File: src/rtl/core/assert_macros.svh
// ----------------------------------------------------------------------------
// Assertion macros
// Concurrent assertion wrappers used by the top-level RTL file of the search block.
// ----------------------------------------------------------------------------
`ifndef ASSERT_MACROS_SVH
`define ASSERT_MACROS_SVH

`ifndef SYNTHESIS

`define ASSERT_ALWAYS(label, clk, rst, prop) \
  label: assert property (@(posedge clk) disable iff (rst) (prop)) \
    else $error("assertion failed");

`define ASSERT_IMPLY(label, clk, rst, ante, cons) \
  label: assert property (@(posedge clk) disable iff (rst) (ante) |-> (cons)) \
    else $error("assertion failed");

`define ASSERT_NEXT(label, clk, rst, ante, cons) \
  label: assert property (@(posedge clk) disable iff (rst) (ante) |=> (cons)) \
    else $error("assertion failed");

`else

`define ASSERT_ALWAYS(label, clk, rst, prop)
`define ASSERT_IMPLY(label, clk, rst, ante, cons)
`define ASSERT_NEXT(label, clk, rst, ante, cons)

`endif

`endif

File: src/rtl/core/gnls_pkg.sv
`timescale 1ns / 1ps
// ----------------------------------------------------------------------------
// Gated nearest landmark search package
// Widths, codes and payload types shared by the search block's modules.
// ----------------------------------------------------------------------------
package gnls_pkg;

  localparam int MAX_LANDMARKS = 64;
  localparam int IDX_W         = $clog2(MAX_LANDMARKS);
  localparam int CNT_W         = $clog2(MAX_LANDMARKS + 1);
  localparam int GATE_W        = 23;
  localparam int POS_W         = 24;
  localparam int ID_W          = 16;
  localparam int SQ_W          = 2 * POS_W;
  localparam int DIST_W        = 50;

  localparam logic [GATE_W-1:0] GATE_RESET = 23'd12800;

  typedef enum logic [1:0] {
    REQ_CLEAR  = 2'd0,
    REQ_APPEND = 2'd1,
    REQ_QUERY  = 2'd2
  } req_code_t;

  localparam logic [1:0] ST_DONE     = 2'd0;
  localparam logic [1:0] ST_FULL     = 2'd1;
  localparam logic [1:0] ST_NO_MATCH = 2'd2;

  typedef enum logic [1:0] {
    S_IDLE,
    S_SCAN,
    S_EMIT
  } state_t;

  typedef struct packed {
    logic [1:0]              req_type;
    logic [ID_W-1:0]         mark_id;
    logic signed [POS_W-1:0] pos_x;
    logic signed [POS_W-1:0] pos_y;
    logic signed [POS_W-1:0] pose_x;
    logic signed [POS_W-1:0] pose_y;
  } req_t;

  typedef struct packed {
    logic [1:0]        status;
    logic [ID_W-1:0]   nearest_id;
    logic [DIST_W-1:0] nearest_sq_dist;
  } rsp_t;

  typedef struct packed {
    logic [ID_W-1:0]         id;
    logic signed [POS_W-1:0] x;
    logic signed [POS_W-1:0] y;
  } mark_t;

  typedef struct packed {
    logic            valid;
    logic            gate_ok;
    logic [ID_W-1:0] id;
    logic [SQ_W-1:0] sq_x;
    logic [SQ_W-1:0] sq_y;
  } dist_t;

endpackage

File: src/rtl/core/gnls_dist_unit.sv
`timescale 1ns / 1ps
// ----------------------------------------------------------------------------
// Landmark distance unit
// Two-stage pipeline that gates one stored landmark against the particle and
// squares its offsets from the observation. It is reused for every landmark.
// ----------------------------------------------------------------------------
module gnls_dist_unit (
  input  logic                             clk,
  input  logic                             rst,
  input  logic                             mark_valid,
  input  gnls_pkg::mark_t                  mark,
  input  logic signed [gnls_pkg::POS_W-1:0] obs_x,
  input  logic signed [gnls_pkg::POS_W-1:0] obs_y,
  input  logic signed [gnls_pkg::POS_W-1:0] part_x,
  input  logic signed [gnls_pkg::POS_W-1:0] part_y,
  input  logic [gnls_pkg::GATE_W-1:0]       gate,
  output gnls_pkg::dist_t                  res,
  output logic                             busy
);

  function automatic logic [gnls_pkg::POS_W-1:0] abs_diff(
    input logic signed [gnls_pkg::POS_W-1:0] a,
    input logic signed [gnls_pkg::POS_W-1:0] b
  );
    logic signed [gnls_pkg::POS_W:0] d;
    d = {a[gnls_pkg::POS_W-1], a} - {b[gnls_pkg::POS_W-1], b};
    abs_diff = d[gnls_pkg::POS_W] ? gnls_pkg::POS_W'(-d) : d[gnls_pkg::POS_W-1:0];
  endfunction

  logic [gnls_pkg::POS_W-1:0] gate_ext;
  logic [gnls_pkg::POS_W-1:0] gx;
  logic [gnls_pkg::POS_W-1:0] gy;
  logic                       gate_ok;

  logic                       s1_valid;
  logic                       s1_gate_ok;
  logic [gnls_pkg::ID_W-1:0]  s1_id;
  logic [gnls_pkg::POS_W-1:0] s1_dx;
  logic [gnls_pkg::POS_W-1:0] s1_dy;

  always_comb begin
    gate_ext = {1'b0, gate};
    gx       = abs_diff(mark.x, part_x);
    gy       = abs_diff(mark.y, part_y);
    gate_ok  = (gx <= gate_ext) && (gy <= gate_ext);
  end

  always_ff @(posedge clk) begin
    if (rst) begin
      s1_valid  <= 1'b0;
      res.valid <= 1'b0;
    end else begin
      s1_valid  <= mark_valid;
      res.valid <= s1_valid;
    end
  end

  always_ff @(posedge clk) begin
    s1_gate_ok  <= gate_ok;
    s1_id       <= mark.id;
    s1_dx       <= abs_diff(obs_x, mark.x);
    s1_dy       <= abs_diff(obs_y, mark.y);
    res.gate_ok <= s1_gate_ok;
    res.id      <= s1_id;
    res.sq_x    <= s1_dx * s1_dx;
    res.sq_y    <= s1_dy * s1_dy;
  end

  assign busy = s1_valid || res.valid;

endmodule

File: config.mk
export PLATFORM = sky130hd
export DESIGN_NAME = gnls_dist_unit
export DESIGN_NICKNAME = d
export VERILOG_FILES = /design/src/rtl/core/assert_macros.svh /design/src/rtl/core/gnls_pkg.sv /design/src/rtl/core/gnls_dist_unit.sv
export SDC_FILE = /design/constraint.sdc
export NUM_CORES = 2
export LEC_CHECK = 0
export BUFFER_PORTS_ARGS = -buffer_cell sky130_fd_sc_hd__buf_4
export CORE_ASPECT_RATIO = 2
export CORE_MARGIN = 2
export CORE_UTILIZATION = 58
export DETAILED_ROUTE_END_ITERATION = 8
export PLACE_DENSITY = 0.8
export SLEW_MARGIN = 20
export SYNTH_ARGS = -nofsm -noshare
export SYNTH_HDL_FRONTEND = slang
export SYNTH_SLANG_ARGS = --single-unit
export TNS_END_PERCENT = 10
File: constraint.sdc
create_clock -name clk -period 7.9 [get_ports clk]
set_input_delay 0.395 -clock clk [delete_from_list [all_inputs] [get_ports clk]]
set_output_delay 0.395 -clock clk [all_outputs]
set_load 0.05 [all_outputs]
==> results by stage <==
Synthesis:
- Dividing the synthesized area by the synthesized cell count gives 8.833 sq um.
- The synthesized netlist devotes 52.30% of its cell area to adder and majority cells.
- The parity-gate share of the synthesized area counting xor and xnor cells is 5.208%.
- The gate count of the mapped netlist is 5,027.
- The largest family of logic cells by synthesized area is adder cells.
- The number of enable flip-flop cells after synthesis is 0.
- The count of yosys warnings during synthesis is 0.
- The sequential cell area fraction in the yosys report is 8.025%.
- The count of cell types in the netlist is 84.
- The synthesized design contains 178 register bits.
- In the synthesized netlist, mux cells make up 0.2592% of the area.
- Of all flip-flops after synthesis, the portion carrying an async set or reset was 0%.
- The area share of and/or/nand/nor cells after synthesis is 12.40%.
- The netlist area before placement is 44,400 sq um.
- For this run, the leading register cell type out of synthesis is dfxtp_1.
- The complex-gate fraction of the synthesized area is 9.147%.

Global route:
- The via count of the first global-routing pass is 39,730.
- The layer carrying the most global-route usage is met2.
- The first-pass GRT wire length is 208,600 um.
- The final global-route overflow total is 0.
- The number of antenna violations at the first check in global routing is 27.
- The met2 layer usage reported by global route is 61.17%.
- In the global route stage, met1 resource usage came out at 33.97%.
- The maximum number of pins on one net before global-route repair is 24.
- The overall track demand over capacity in global routing is 35.56%.
- The met3 capacity usage during global routing is 11.60%.

Final layout:
- The library cells used most frequently in the layout, excluding fill and tap cells, are 1,354 x inv_1, 850 x fa_1, 496 x ha_1, 417 x nand2_1, 399 x buf_4.
- The final layout contains 6,862 nets.
- The total of fill cells in the finished design is 6,216.
- The layout cell share with drive strength beyond 1 is 9.283%.
- The synthesis-to-finish area growth is 10.77%.
- The finished cells cover 49,180 sq um.
- The most common cell after layout, fill and taps aside is inv_1.
- The sequential cell area is 3582 sq um.
- Summing all multi-input logic gate instances after layout gives 35,320 sq um.

STA:
- The final number of max-transition violations is 0.
- Headroom to the max-slew limit came out at 15.68%.
- Setup repair after global routing left no endpoint under its margin.
- Setup total negative slack on the finished layout was measured at 0 ns.
- After layout, the minimum clock period comes to 7.719 ns.
- At the pin with the least slew margin, the transition time is 1.256 ns.
- The part of the cycle the worst path needs is 97.71%.
- The number of hold violations in the final report was 0.
- Setup violations remaining at the end of the flow were counted as 0.
- Derived from the worst setup path, the maximum achievable clock frequency is 129.5 MHz.
- The worst clock skew is 0.02529 ns.

Floorplanning:
- The core outline area is 75,860 sq um.
- The effective utilization at floorplan is 58.53%.
- From left edge to right edge, the die measures 199.6 um.
- The die extent in y is 395.3 um.
- The floorplan die area is 78,920 sq um.
- The count of standard-cell rows is 143.
- The number of top-level pins is 301.

Worst setup path:
- The startpoint of the most critical setup path is s1_dx[18].
- The critical path arrival is 8.19 ns.
- The slack of the worst reg-to-reg path is 0.18 ns.
- Walking the worst path, the cells encountered are buf_4, nand2_1, fa_1, inv_1, fa_1, fa_1, fa_1, fa_1, fa_1, inv_1, fa_1, inv_1, ha_1, a21o_1, a21oi_1, inv_1, a2111oi_0, buf_4, o31ai_1, a21o_1, a21o_1, a41o_1, a21oi_1, xnor2_1.
- In this run the critical register-to-register path is launched from s1_dx[18].
- STA classifies the critical path startpoint as a register.
- The critical-path maximum fanout is 13.
- For the worst setup path, the data required time is 8.37 ns.
- The worst reg2reg path depth is 24.
- On the worst path, the slowest cell contributes a delay of 0.68 ns.
- The cell type with the highest occurrence count on the critical path is fa_1.
- Following the worst setup path forward leads to its endpoint at res[92].
- The worst setup path is captured at a register.
- On the critical path, the stage with the largest delay is an instance of dfxtp_1.
- The setup path with the least slack is of type register to register.
- The worst register-to-register path ends at res[92].

Outcome:
- The run finished with clean final reports.

Placement:
- The half-perimeter wire length of the detailed placement result is 110,000 um.
- Buffers placed on the I/O ports in this run total 298.
- At the end of routability-driven placement, the weighted congestion stood at 1.096.
- The placed instance area is 48,220 sq um.

Clock tree:
- The number of clock buffers added by TritonCTS is 17.
- In this run the clock root is driven by a clkbuf_16.
- The CTS tree is yes.
- The number of buffers inserted by post-CTS setup repair is 0.
- The count of H-tree levels built during CTS is 4.
- Counting along the longest clock path gives a buffer depth of 2.
- The tree built by TritonCTS fans out to 178 sinks.
- For the worst-skew pair, the clock arrives at the later sink with an insertion delay of 0.55 ns.
- The CTS clock-pin slew for the worst setup and hold paths is 0.09 ns.

Drt:
- The average via count per standard cell is 5.599.
- The detailed-route wire length is 131,600 um.
- The total via count after detailed routing is 35,680.
- In this run, the number of DRC markers left after iteration 0 of detailed routing was 2,168.
- The number of detailed-routing iterations run before antenna repair is 8.
- Dividing the detail-routed wire length by the instance count gives 20.64 um.
- Once detail routing completed, the nets flagged for antenna violations numbered 0.
- The DRC violation count after routing is 0.

Run:
- Across the run, the number of max-cap violations was 0.

Worst hold path:
- The min-delay analysis places its worst path in the category input port to register.
-- how the worst min path moves through the flow --
| stage | startpoint | endpoint | cells after the start |
|---|---|---|---|
| 2_1_floorplan | s1_id[4] | res[100] | 0 |
| 3_3_place_gp | s1_id[12] | res[108] | 0 |
| 3_5_place_dp | s1_id[8] | res[104] | 0 |
| 4_1_cts | mark_valid | s1_valid | 2 |
| 5_1_grt | mark_valid | s1_valid | 2 |
| 6_report | mark_valid | s1_valid | 2 |
-- critical path, delay by kind of cell, from the launching register on --
kind | cells | cell delay [ns]
adder cells (fa/ha/maj) | 8 | 4.06
AO/OA/AOI/OAI | 8 | 1.66
buffers and inverters | 6 | 0.96
flip-flops | 1 | 0.68
AND/OR/NAND/NOR | 1 | 0.15
XOR/XNOR | 1 | 0.13
-- synth_stat cells (all sizes together), types with 94 or more instances --
| cell type | count | share of area, % |
|---|---|---|
| a21o | 94 | 1.6 |
| a21oi | 185 | 2.1 |
| and2 | 239 | 3.4 |
| clkbuf | 130 | 1.1 |
| dfxtp | 178 | 8.0 |
| fa | 850 | 38 |
| ha | 496 | 14 |
| inv | 1354 | 11 |
| nand2 | 417 | 3.5 |
| nor2 | 152 | 1.3 |
| o21ai | 130 | 1.5 |
| xnor2 | 175 | 3.5 |
-- repair_timing --
action,CTS,global route
hold buffers,17,0
pin swaps,0,1
cloned,0,0
endpoints found under the setup margin,4,14
gates resized for setup,2,22
endpoints found under the hold margin,17,0
-- layer usage --
layer	wire length (um)	vias to the layer above	part of all wire, %
met5	130	-	0.099
met4	12930	20	9.8
met2	66950	1519	51
met1	41350	17480	31
met3	10190	705	7.7
li1	-	15960	-
-- cell families (layout without fill, tap and decap cells) --
group / after synthesis / count (layout)
xor gates and xnor gates: 264 / 264
other: 1 / 17
DFF: 178 / 178
muxes: 11 / 11
and+or+nand+nor: 1110 / 1110
buffers and inverters: 1492 / 1807
adders and majority gates: 1346 / 1346
AOI/OAI and AO/OA: 625 / 625
-- through the flow --
step | instances | util [%] | hold WS [ns] | setup WS [ns]
finish | 6373 | 64.83 | 0.1465 | 0.1807
global route | 6362 | 64.80 | 0.1418 | 0.006279
CTS | 6357 | 64.63 | 0.06564 | 0.1512
detailed placement | 6308 | 63.56 | 0.3121 | -0.1242
global placement | 6308 | 63.56 | 0.3108 | 0.04136
floorplan | 5028 | - | 0.3096 | 0.5419
-- registers in the layout (all words and copies together), names as in the netlist --
name / cells
s1_valid: 1
res: 112
s1_id: 16
s1_dy: 24
s1_dx: 24
s1_gate_ok: 1
-- layout make-up --
type | instances | share of cell area (%)
clock inverters | 15 | 0.4325
well taps | 1015 | 2.582
repair buffers | 421 | 6.622
clock buffers | 17 | 0.8649
multi-input cells | 3358 | 71.81
flip-flops and latches | 178 | 7.283
diodes | 15 | 0.07632
inverters | 1354 | 10.33
Power is not shown: default switching activity piles up to over one toggle a cycle in this logic, so the estimate is an artifact.
